[src/rtl/core/bclb_pkg.sv]
// Shared types and constants for the button controlled LED blinker.
package bclb_pkg;

  localparam int unsigned HpW  = 30;
  localparam int unsigned ElW  = 31;
  localparam int unsigned DurW = 32;
  localparam int unsigned AddrW = 4;

  localparam logic [HpW-1:0]  DefaultHpReset = 30'd500000000;
  localparam logic [HpW-1:0]  TickStepReset  = 30'd10000000;
  localparam logic [DurW-1:0] ThresholdReset = 32'd1000000000;

  localparam logic [1:0] RegDefaultHp = 2'd0;
  localparam logic [1:0] RegTickStep  = 2'd1;
  localparam logic [1:0] RegThreshold = 2'd2;

  typedef enum logic [1:0] {
    EV_NONE  = 2'd0,
    EV_SHORT = 2'd1,
    EV_LONG  = 2'd2
  } event_e;

  typedef struct packed {
    logic [HpW-1:0]  default_half_period;
    logic [HpW-1:0]  tick_step;
    logic [DurW-1:0] long_press_threshold;
  } cfg_t;

  typedef struct packed {
    logic [HpW-1:0]  half_period;
    logic [ElW-1:0]  elapsed_time;
    logic            led_phase_off;
    logic            previous_button;
    logic            pressing;
    logic [DurW-1:0] press_duration;
  } state_t;

endpackage

[src/rtl/core/bclb_if.sv]
// Valid/ready channel interfaces for tick input and blinker result.
interface bclb_in_if;
  logic valid;
  logic ready;
  logic button_level;

  modport source (output valid, output button_level, input ready);
  modport sink (input valid, input button_level, output ready);
endinterface

interface bclb_out_if;
  logic        valid;
  logic        ready;
  logic        led_level;
  logic [1:0]  press_event;
  logic [29:0] current_half_period;

  modport source (output valid, output led_level, output press_event,
                  output current_half_period, input ready);
  modport sink (input valid, input led_level, input press_event,
                input current_half_period, output ready);
endinterface

[src/rtl/core/bclb_next.sv]
// Next-state and result logic for one tick of the blinker.
module bclb_next (
  input  bclb_pkg::state_t state_i,
  input  bclb_pkg::cfg_t   cfg_i,
  input  logic             button_level_i,
  output bclb_pkg::state_t state_o,
  output logic             led_level_o,
  output bclb_pkg::event_e press_event_o
);
  import bclb_pkg::*;

  always_comb begin
    logic [DurW:0]  dur_sum;
    logic [ElW-1:0] el_base;
    logic [ElW-1:0] el_sum;
    logic           phase_base;
    logic           blink;

    state_o       = state_i;
    led_level_o   = 1'b1;
    press_event_o = EV_NONE;
    blink         = 1'b0;
    el_base       = state_i.elapsed_time;
    phase_base    = state_i.led_phase_off;
    dur_sum       = {1'b0, state_i.press_duration} + {3'b000, cfg_i.tick_step};

    if (state_i.pressing) begin
      if (!button_level_i) begin
        state_o.press_duration = dur_sum[DurW] ? '1 : dur_sum[DurW-1:0];
      end else begin
        if (state_i.press_duration < cfg_i.long_press_threshold) begin
          press_event_o       = EV_SHORT;
          state_o.half_period = state_i.half_period >> 1;
        end else begin
          press_event_o       = EV_LONG;
          state_o.half_period = cfg_i.default_half_period;
        end
        state_o.pressing       = 1'b0;
        state_o.press_duration = '0;
        el_base                = '0;
        phase_base             = 1'b0;
        blink                  = 1'b1;
      end
    end else if (state_i.previous_button && !button_level_i) begin
      state_o.pressing       = 1'b1;
      state_o.press_duration = {2'b00, cfg_i.tick_step};
    end else begin
      blink = 1'b1;
    end

    el_sum = el_base + {1'b0, cfg_i.tick_step};

    if (blink) begin
      led_level_o = phase_base;
      if (el_sum >= {1'b0, state_o.half_period}) begin
        state_o.led_phase_off = !phase_base;
        state_o.elapsed_time  = '0;
      end else begin
        state_o.led_phase_off = phase_base;
        state_o.elapsed_time  = el_sum;
      end
    end

    state_o.previous_button = button_level_i;
  end

endmodule

[src/rtl/core/button_controlled_led_blinker_unit.sv]
// Top level of the button controlled LED blinker with APB register port.
//
// One tick transaction is taken every clock cycle unless input ready is low:
// the tick is captured in an input register, and once the result register is
// free or being taken, the next-state logic (one 33-bit add with saturation,
// one 31-bit add and two compares) updates the blink and press state, and the
// LED level, press event and period land in a result register. While a result
// waits downstream the input register takes at most one more tick; once both
// registers are full, input ready stays low for every cycle that the result
// is not taken. Registers: 0x0 default half period, 0x4 tick step, 0x8 long
// press threshold, all in nanoseconds; a new default takes effect at the next
// long press.
module button_controlled_led_blinker_unit (
  input  logic                       clk_i,
  input  logic                       rst_ni,
  bclb_in_if.sink                    in_i,
  bclb_out_if.source                 out_o,
  input  logic                       psel,
  input  logic                       penable,
  input  logic                       pwrite,
  input  logic [bclb_pkg::AddrW-1:0] paddr,
  input  logic [31:0]                pwdata,
  output logic [31:0]                prdata,
  output logic                       pready
);
  import bclb_pkg::*;

  cfg_t   cfg_q;
  state_t st_q;
  state_t st_d;

  logic   in_valid_q;
  logic   in_level_q;
  logic   out_valid_q;
  logic   out_led_q;
  event_e out_event_q;
  logic [HpW-1:0] out_hp_q;

  logic   led_d;
  event_e event_d;
  logic   advance;
  logic   cfg_write;
  logic [1:0] reg_idx;

  assign reg_idx   = paddr[3:2];
  assign pready    = 1'b1;
  assign cfg_write = psel && penable && pwrite;

  always_comb begin
    case (reg_idx)
      RegDefaultHp: prdata = {2'b00, cfg_q.default_half_period};
      RegTickStep:  prdata = {2'b00, cfg_q.tick_step};
      RegThreshold: prdata = cfg_q.long_press_threshold;
      default:      prdata = '0;
    endcase
  end

  always_ff @(posedge clk_i or negedge rst_ni) begin
    if (!rst_ni) begin
      cfg_q.default_half_period  <= DefaultHpReset;
      cfg_q.tick_step            <= TickStepReset;
      cfg_q.long_press_threshold <= ThresholdReset;
    end else if (cfg_write) begin
      case (reg_idx)
        RegDefaultHp: cfg_q.default_half_period  <= pwdata[HpW-1:0];
        RegTickStep:  cfg_q.tick_step            <= pwdata[HpW-1:0];
        RegThreshold: cfg_q.long_press_threshold <= pwdata;
        default: ;
      endcase
    end
  end

  assign advance     = in_valid_q && (!out_valid_q || out_o.ready);
  assign in_i.ready  = !in_valid_q || advance;

  bclb_next u_next (
    .state_i        (st_q),
    .cfg_i          (cfg_q),
    .button_level_i (in_level_q),
    .state_o        (st_d),
    .led_level_o    (led_d),
    .press_event_o  (event_d)
  );

  always_ff @(posedge clk_i or negedge rst_ni) begin
    if (!rst_ni) begin
      in_valid_q <= 1'b0;
    end else if (in_i.valid && in_i.ready) begin
      in_valid_q <= 1'b1;
    end else if (advance) begin
      in_valid_q <= 1'b0;
    end
  end

  always_ff @(posedge clk_i) begin
    if (in_i.valid && in_i.ready) begin
      in_level_q <= in_i.button_level;
    end
  end

  always_ff @(posedge clk_i or negedge rst_ni) begin
    if (!rst_ni) begin
      st_q.half_period     <= DefaultHpReset;
      st_q.elapsed_time    <= '0;
      st_q.led_phase_off   <= 1'b0;
      st_q.previous_button <= 1'b1;
      st_q.pressing        <= 1'b0;
      st_q.press_duration  <= '0;
    end else if (advance) begin
      st_q <= st_d;
    end
  end

  always_ff @(posedge clk_i or negedge rst_ni) begin
    if (!rst_ni) begin
      out_valid_q <= 1'b0;
    end else if (advance) begin
      out_valid_q <= 1'b1;
    end else if (out_o.ready) begin
      out_valid_q <= 1'b0;
    end
  end

  always_ff @(posedge clk_i) begin
    if (advance) begin
      out_led_q   <= led_d;
      out_event_q <= event_d;
      out_hp_q    <= st_d.half_period;
    end
  end

  assign out_o.valid               = out_valid_q;
  assign out_o.led_level           = out_led_q;
  assign out_o.press_event         = out_event_q;
  assign out_o.current_half_period = out_hp_q;

`ifndef SYNTHESIS
  a_stall_means_full: assert property (@(posedge clk_i) disable iff (!rst_ni)
    !in_i.ready |-> (in_valid_q && out_valid_q))
    else $error("input stalled with a free stage");

  a_idle_no_duration: assert property (@(posedge clk_i) disable iff (!rst_ni)
    !st_q.pressing |-> (st_q.press_duration == '0))
    else $error("press duration held outside a press");

  a_event_led_on: assert property (@(posedge clk_i) disable iff (!rst_ni)
    (out_valid_q && out_event_q != EV_NONE) |-> !out_led_q)
    else $error("press event reported with LED off");

  a_held_led_off: assert property (@(posedge clk_i) disable iff (!rst_ni)
    (advance && st_q.pressing && !in_level_q) |=> (out_valid_q && out_led_q))
    else $error("LED not held off during press");

  a_elapsed_bound: assert property (@(posedge clk_i) disable iff (!rst_ni)
    !st_q.pressing |-> (st_q.elapsed_time < {1'b0, st_q.half_period}
                        || st_q.elapsed_time == '0))
    else $error("elapsed time ran past the half period");
`endif

endmodule

[src/flat_wrapper.sv]
// flat-port wrapper written by rule: the top's interface ports become plain ports
module button_controlled_led_blinker_unit_flat import bclb_pkg::*;
  (clk_i, rst_ni, psel, penable, pwrite, paddr, pwdata, prdata, pready, in_i_valid, in_i_button_level, in_i_ready, out_o_valid, out_o_led_level, out_o_press_event, out_o_current_half_period, out_o_ready);
  bclb_in_if in_i_i ();
  bclb_out_if out_o_i ();
  input  logic clk_i;
  input  logic rst_ni;
  input  logic psel;
  input  logic penable;
  input  logic pwrite;
  input  logic [bclb_pkg::AddrW-1:0] paddr;
  input  logic [31:0] pwdata;
  output logic [31:0] prdata;
  output logic pready;
  input wire logic [$bits(in_i_i.valid)-1:0] in_i_valid;
  input wire logic [$bits(in_i_i.button_level)-1:0] in_i_button_level;
  output wire logic [$bits(in_i_i.ready)-1:0] in_i_ready;
  output wire logic [$bits(out_o_i.valid)-1:0] out_o_valid;
  output wire logic [$bits(out_o_i.led_level)-1:0] out_o_led_level;
  output wire logic [$bits(out_o_i.press_event)-1:0] out_o_press_event;
  output wire logic [$bits(out_o_i.current_half_period)-1:0] out_o_current_half_period;
  input wire logic [$bits(out_o_i.ready)-1:0] out_o_ready;
  assign in_i_i.valid = in_i_valid;
  assign in_i_i.button_level = in_i_button_level;
  assign in_i_ready = in_i_i.ready;
  assign out_o_valid = out_o_i.valid;
  assign out_o_led_level = out_o_i.led_level;
  assign out_o_press_event = out_o_i.press_event;
  assign out_o_current_half_period = out_o_i.current_half_period;
  assign out_o_i.ready = out_o_ready;
  button_controlled_led_blinker_unit u_core (.clk_i(clk_i), .rst_ni(rst_ni), .in_i(in_i_i), .out_o(out_o_i), .psel(psel), .penable(penable), .pwrite(pwrite), .paddr(paddr), .pwdata(pwdata), .prdata(prdata), .pready(pready));
endmodule
[config.mk]
export PLATFORM = sky130hd
export DESIGN_NAME = button_controlled_led_blinker_unit_flat
export DESIGN_NICKNAME = d
export VERILOG_FILES = /design/src/rtl/core/bclb_pkg.sv /design/src/rtl/core/bclb_if.sv /design/src/rtl/core/bclb_next.sv /design/src/rtl/core/button_controlled_led_blinker_unit.sv /design/src/flat_wrapper.sv
export SDC_FILE = /design/constraint.sdc
export NUM_CORES = 1
export LEC_CHECK = 0
export ABC_AREA = 1
export BUFFER_PORTS_ARGS = -buffer_cell sky130_fd_sc_hd__buf_2
export CAP_MARGIN = 20
export CORE_ASPECT_RATIO = 0.5
export CORE_MARGIN = 5
export CORE_UTILIZATION = 60
export CTS_CLUSTER_DIAMETER = 80
export DETAILED_ROUTE_END_ITERATION = 7
export GPL_ROUTABILITY_DRIVEN = 0
export PLACE_DENSITY = 0.79
export SYNTH_ARGS = -nofsm -noshare
export SYNTH_HDL_FRONTEND = slang
export SYNTH_SLANG_ARGS = --single-unit
[constraint.sdc]
create_clock -name clk_i -period 10.35 [get_ports clk_i]
set_input_delay 1.5525 -clock clk_i [delete_from_list [all_inputs] [get_ports clk_i]]
set_output_delay 1.5525 -clock clk_i [all_outputs]
set_load 0.005 [all_outputs]
==> results of run 1 <==
-- cells in the mapped netlist, types with 2 or more instances --
cell type | number | area [sq um]
sky130_fd_sc_hd__nor2_1 | 163 | 612
sky130_fd_sc_hd__a21boi_0 | 3 | 22.5
sky130_fd_sc_hd__nor3_1 | 10 | 50.1
sky130_fd_sc_hd__and2_1 | 2 | 12.5
sky130_fd_sc_hd__clkbuf_1 | 51 | 191
sky130_fd_sc_hd__or2_2 | 2 | 12.5
sky130_fd_sc_hd__o21ai_1 | 15 | 75.1
sky130_fd_sc_hd__edfxtp_1 | 34 | 1020
sky130_fd_sc_hd__buf_1 | 9 | 33.8
sky130_fd_sc_hd__inv_1 | 251 | 942
sky130_fd_sc_hd__a21oi_4 | 2 | 32.5
sky130_fd_sc_hd__a21o_1 | 10 | 75.1
sky130_fd_sc_hd__dfstp_2 | 48 | 1260
sky130_fd_sc_hd__nor4_1 | 5 | 31.3
sky130_fd_sc_hd__nand2_1 | 653 | 2450
sky130_fd_sc_hd__nor3_4 | 2 | 32.5
sky130_fd_sc_hd__o21ai_0 | 130 | 651
sky130_fd_sc_hd__a21oi_1 | 153 | 766
sky130_fd_sc_hd__nor2_4 | 2 | 22.5
sky130_fd_sc_hd__xnor2_1 | 5 | 43.8
sky130_fd_sc_hd__o211ai_1 | 30 | 225
sky130_fd_sc_hd__nor2_2 | 4 | 25.0
sky130_fd_sc_hd__buf_2 | 6 | 30.0
sky130_fd_sc_hd__ha_1 | 121 | 1510
sky130_fd_sc_hd__buf_4 | 5 | 37.5
sky130_fd_sc_hd__nand4_1 | 41 | 257
sky130_fd_sc_hd__o21a_1 | 4 | 30.0
sky130_fd_sc_hd__and3_1 | 5 | 31.3
sky130_fd_sc_hd__fa_1 | 2 | 40.0
sky130_fd_sc_hd__o21bai_1 | 8 | 60.1
sky130_fd_sc_hd__dfrtp_1 | 142 | 3550
sky130_fd_sc_hd__a21oi_2 | 5 | 43.8
sky130_fd_sc_hd__buf_6 | 5 | 56.3
sky130_fd_sc_hd__xor2_1 | 32 | 280
sky130_fd_sc_hd__nand2_2 | 12 | 75.1
sky130_fd_sc_hd__a22oi_2 | 2 | 25.0
sky130_fd_sc_hd__nand3_2 | 9 | 90.1
sky130_fd_sc_hd__inv_2 | 9 | 33.8
sky130_fd_sc_hd__nand3_1 | 158 | 791
-- final cells by class --
type                            instances  area [sq um]  share of cell area, %
Clock buffer                           37           637                   3.73
Inverter                              261           980                   5.74
Multi-Input combinational cell       1596          8450                   49.5
Clock inverter                          3          30.0                  0.176
Timing Repair Buffer                  124           702                   4.11
Tap cell                              344           430                   2.52
Sequential cell                       224          5840                   34.2
-- state kept, by name (all words and copies together), names as in the netlist --
name	cells
u_core.out_o.valid	1
u_core.in_valid_q	1
u_core.out_o.led_level	1
u_core.in_level_q	1
u_core.cfg_q	92
u_core.st_q	96
u_core.out_o.current_half_period	30
u_core.out_o.press_event	2
-- routing by layer --
metal | vias to the layer above | global-route usage, %
li1 | 7203 | -
met1 | 6813 | 46.0
met2 | 636 | 44.1
met3 | 56 | 7.06
met4 | 0 | 5.66
met5 | - | 0
-- worst max-delay path: cells and delay by family, from the launching register on --
kind | cells | cell delay [ns]
AOI/OAI and AO/OA | 3 | 0.32
DFF | 1 | 0.49
adders and majority gates | 2 | 0.65
and+or+nand+nor | 16 | 2.39
buffers and inverters | 4 | 1.25
-- power breakdown --
part | internal [uW] | switching (uW)
logic | 816 | 1500
registers | 1200 | 268
clock network | 421 | 348
total | 2440 | 2110
-- per-stage QoR --
step	worst slack, ns	hold slack, ns	util [%]	cells
finish	5.12	0.478	67.2	2589
global route	4.72	0.492	67.2	2589
global placement	5.29	0.464	64.4	2547
floorplan	6.48	0.449	-	2157
CTS	5.22	0.478	67.0	2587
detailed placement	5.26	0.466	64.4	2547
-- path summary, 6_finish.rpt --
kind | startpoint | endpoint | slack, ns | depth (start not counted)
worst min register to register | u_core.st_q[85] | u_core.st_q[85] | 0.48 | 2
worst min-delay path | u_core.st_q[85] | u_core.st_q[85] | 0.48 | 2
worst max-delay path | u_core.in_level_q | u_core.st_q[47] | 5.12 | 25
worst max register to register | u_core.in_level_q | u_core.st_q[47] | 5.12 | 25
min in group asynchronous | rst_ni | u_core.st_q[8] | 1.13 | 1
max in group asynchronous | rst_ni | u_core.st_q[68] | 7.65 | 2
-- logic make-up after synthesis --
group           share of synthesized area [%]
simple gates                             29.0
compound gates                           13.0
buf+inv                                  8.52
flops                                    37.4
fa+ha+maj                                9.97
xor+xnor                                 2.08
other cells                            0.0240
-- cell usage in the layout, fill, tap and decap left out, drive strengths merged, types with 3 or more instances in the layout --
cell    Yosys  final
a21boi      3      3
edfxtp     34     34
o21a        4      4
buf        25    123
nand4      41     41
nand2     665    665
ha        121    121
o21ai     146    146
a21o       10     10
nor4        5      5
dfrtp     142    142
nand3     168    168
xnor2       5      5
nor2      169    169
o211ai     30     30
xor2       32     32
dfstp      48     48
inv       260    262
nor3       13     13
o21bai      8      8
clkbuf     51     38
and3        5      5
a21oi     160    160
==> results.cfg, run 1 <==
[timing]
fin_skew_ns = 0.0289
grt_setup_unrepaired = false
slew_viol_final = 0
timing.slew.headroom_pct = 32.1
achievable-frequency_ghz = 0.191
totalNegativeSetupSlack_ns = 0
hold_viol_final = 0
finalCriticalPeriod_ns = 5.23
worst_slew_pin_slew_ns = 1.01
final-setup-viol-count = 0
min_period_over_period_pct = 50.5

[yosys]
synth_sequential_area_ratio_pct = 37.4
synth.net_count = 2324
yosysWarnings = 0
synth_area_sq_um = 15600
async_reset_ff_share_pct = 84.8
synthFlopType = sky130_fd_sc_hd__dfrtp_1
synthesis.instances = 2157
synth.ff_latch_count = 224
syn-mean-instance-area_sq_um = 7.23
synth_cell_types = 46
synth_edf_count = 34

[outcome]
outcome = completed

[critical_path]
worstSetupPathType = register to register
worst_path_most_repeated_cell = sky130_fd_sc_hd__nand2_1
worst-endpoint-arrival_ns = 5.69
slowest_stage = sky130_fd_sc_hd__buf_4
critical_path_required_ns = 10.81
worst_setup_path_start_kind = register
end_kind = register
worst-path-max-fanout = 68
delay_of_the_slowest_cell_on_the_worst_path_ns = 0.60

[clock_tree]
maximum_count_of_clock_buffers_along_a_single_path = 3
clkSinkCount = 224
htreeDepth = 1
clk_pin_slew_ns = 0.06
tritoncts_clock_tree = done
post_cts_hold_buffer_count = 0
clock_tree.root_cell = sky130_fd_sc_hd__clkbuf_16
worstSkewPairLatency_ns = 0.54
post-cts-setup-buffer-count = 0
cts-buffers-inserted = 22
cts_repair_resize_count = 0

[drt]
top_signal_layer_used = met4
detail_route.drc_violations = 0
drt-met1-wl_microns = 20100
drt-total-wl_microns = 44700
route.antenna.remaining_nets = 0
met3_wirelength_microns = 5510
wl_met2_microns = 18400
vias = 14700
detailedRoute.firstPassIterationCount = 7
1st_iter_drt_viols = 1855
post_drt_wl_per_cell_microns = 17.3
via_per_inst = 5.68

[layout]
synthToLayoutAreaGrowth_pct = 9.45
filler_cell_count = 2245
fin_nets = 2396
final_layout_size_suffix_gt1_share_pct = 11.5
antenna-diode-count = 0
stdcell_area_sq_um = 17100

[floorplan]
die_x_microns = 238
dieHeight_microns = 124
rows = 41
floorplan.initialDensity_pct = 61.4
placeableCoreArea_sq_um = 25400
boundaryPins = 112
die_footprint_sq_um = 29500

[pwr]
vdd_ir_drop_max_mv = 0.130
p_leak_uw = 0.00875
power.density_cell_area_nw_per_um2 = 267
power.total_uw = 4550

[placement]
hpwl_microns = 33800
io_buffer_count = 108
dpl-instance-area_sq_um = 16400

[global_routing]
first_global_vias = 13200
groute.usage.overall_pct = 30.1
wire_length_of_the_first_global_routing_pass_microns = 70500
grt.overflow.total = 0
antenna_found_initial = 0
largest_net_degree_at_the_start_of_global_routing = 117

[run]
drv_cap = 0

[worst_hold_path]
hold_path.class = register to register
(Power assumes the default switching activity.)
==> inputs of run 2 (changes only) <==
==> constraint.sdc (replaced) <==
create_clock -name clk_i -period 5.35 [get_ports clk_i]
set_input_delay 0.8025 -clock clk_i [delete_from_list [all_inputs] [get_ports clk_i]]
set_output_delay 0.8025 -clock clk_i [all_outputs]
set_load 0.005 [all_outputs]
==> results.cfg, run 2 (synthesis gave the netlist of run 1 again) <==
[timing]
min_period_over_period_pct = 87.3
whs_ns = 0.359
fin_skew_ns = 0.0178
achievable-frequency_ghz = 0.214
slew_viol_final = 0
timing.slew.headroom_pct = 27.4
finalCriticalPeriod_ns = 4.67
totalNegativeSetupSlack_ns = 0
hold_viol_final = 0
final-setup-viol-count = 0
worst_slew_pin_slew_ns = 1.09
grt_setup_unrepaired = false

[layout]
layout.core_utilization_pct = 67.3
synthToLayoutAreaGrowth_pct = 9.66
antenna-diode-count = 0
fin_cells = 2588
filler_cell_count = 2248
layout_common_cells = sky130_fd_sc_hd__nand2_1, sky130_fd_sc_hd__inv_1, sky130_fd_sc_hd__nor2_1
final_common_cell = sky130_fd_sc_hd__nand2_1
largest_register_ff_count = 96
final_layout_size_suffix_gt1_share_pct = 11.9
fin_nets = 2397
top_register = u_core.st_q

[global_routing]
largest_net_degree_at_the_start_of_global_routing = 123
first_global_vias = 13200
groute.usage.overall_pct = 30.2
antenna_found_initial = 0
wire_length_of_the_first_global_routing_pass_microns = 70800
grt.overflow.total = 0

[worst_hold_path]
hold_path.class = input port to async pin

[drt]
via_per_inst = 5.74
detailedRoute.firstPassIterationCount = 8
1st_iter_drt_viols = 1901
route.antenna.remaining_nets = 0
vias = 14800
post_drt_wl_per_cell_microns = 17.4
drt-total-wl_microns = 45000
detail_route.drc_violations = 0

[pwr]
comb_power_share_pct = 50.4
clockPowerShare_pct = 17.5
vdd_ir_drop_max_mv = 0.236
power.total_uw = 8920
p_leak_uw = 0.00876
switching_power_uw = 4130
power.density_cell_area_nw_per_um2 = 521
power.switching_fraction_pct = 46.3
p_int_uw = 4790
seq_power_share_pct = 32.1

[run]
drv_cap = 0

[critical_path]
worst-path-max-fanout = 30
delay_of_the_slowest_cell_on_the_worst_path_ns = 0.55
worst-endpoint-arrival_ns = 5.13
worst_path_most_repeated_cell = sky130_fd_sc_hd__nand2_1
setup.reg_to_reg.worst_slack_ns = 0.68
worst_flop_to_flop_path_endpoint = u_core.st_q[55]
critical_path_required_ns = 5.82
crit-reg2reg-launch = u_core.in_level_q
slowest_stage = sky130_fd_sc_hd__nor2_4
end_kind = register
worst_setup_path_start_kind = register
worst-r2r-cell-count = 28
worstSetupPathType = register to register

[floorplan]
die_footprint_sq_um = 29500
boundaryPins = 112
die_x_microns = 238
rows = 41
dieHeight_microns = 124
floorplan.initialDensity_pct = 61.4
placeableCoreArea_sq_um = 25400

[clock_tree]
clkSinkCount = 224
tritoncts_clock_tree = done
post_cts_hold_buffer_count = 0
maximum_count_of_clock_buffers_along_a_single_path = 3
htreeDepth = 1
cts-buffers-inserted = 21
clock_tree.root_cell = sky130_fd_sc_hd__clkbuf_16
cts_repair_resize_count = 0
clk_pin_slew_ns = 0.07
post-cts-setup-buffer-count = 0
worstSkewPairLatency_ns = 0.53

[placement]
io_buffer_count = 108
hpwl_microns = 34100
number_of_placed_instances_taps_included = 2550

[outcome]
outcome = completed
[run 2: changes by cell type in the layout (fill, tap and decap cells not counted), sizes merged]
cell      delta
buf          +2
bufinv       +2
clkbuf      -10
clkinv       +1
clkinvlp     +3
inv          +1
[run 2: per-layer routing]
metal / vias to the layer above / GRT usage (%) / wire length [microns]
li1: 7197 / - / -
met1: 6897 / 45.6 / 20300
met2: 667 / 43.8 / 18000
met3: 87 / 7.59 / 5480
met4: 0 / 7.63 / 1250
met5: - / 0 / 0
[run 2: metrics by stage]
stage                     setup WS [ns]  instance area [sq um]
after CTS                         0.768                  17100
after global placement            0.888                  16400
after floorplan                    1.48                  15600
after detailed placement          0.809                  16400
final                             0.681                  17100
after global routing              0.297                  17100
[run 2: how the worst max path moves through the flow]
| stage | start | endpoint | slack (ns) |
|---|---|---|---|
| detailed placement | u_core.in_level_q | u_core.st_q[55] | 0.81 |
| CTS | u_core.in_level_q | u_core.st_q[55] | 0.77 |
| global route | u_core.in_level_q | u_core.st_q[64] | 0.30 |
| floorplan | u_core.in_level_q | u_core.st_q[57] | 1.48 |
| finish | u_core.in_level_q | u_core.st_q[55] | 0.68 |
| global placement | u_core.in_level_q | u_core.st_q[64] | 0.89 |
[run 2: cell type report]
cell class | instances | area [sq um] | area share, %
Clock buffer | 27 | 578 | 3.38
Timing Repair Buffer | 126 | 717 | 4.19
Inverter | 261 | 980 | 5.73
Sequential cell | 224 | 5840 | 34.1
Clock inverter | 10 | 114 | 0.666
Multi-Input combinational cell | 1596 | 8450 | 49.4
Tap cell | 344 | 430 | 2.52
[run 2: worst max-delay path, delay by kind of cell (launching register included)]
family	cells	cell delay, ns
buffers and inverters	3	0.38
xor gates and xnor gates	1	0.28
DFF	1	0.52
and+or+nand+nor	20	2.38
adders and majority gates	3	0.89
AOI/OAI and AO/OA	1	0.16
[run 2: power by group through the flow]
stage               Clock [uW]  Combinational [uW]  Sequential [uW]
floorplan                    0                3400             2640
global placement             0                4260             2830
detailed placement           0                4390             2830
CTS                       1570                4420             2820
global route              1640                5100             2900
finish                    1560                4490             2860
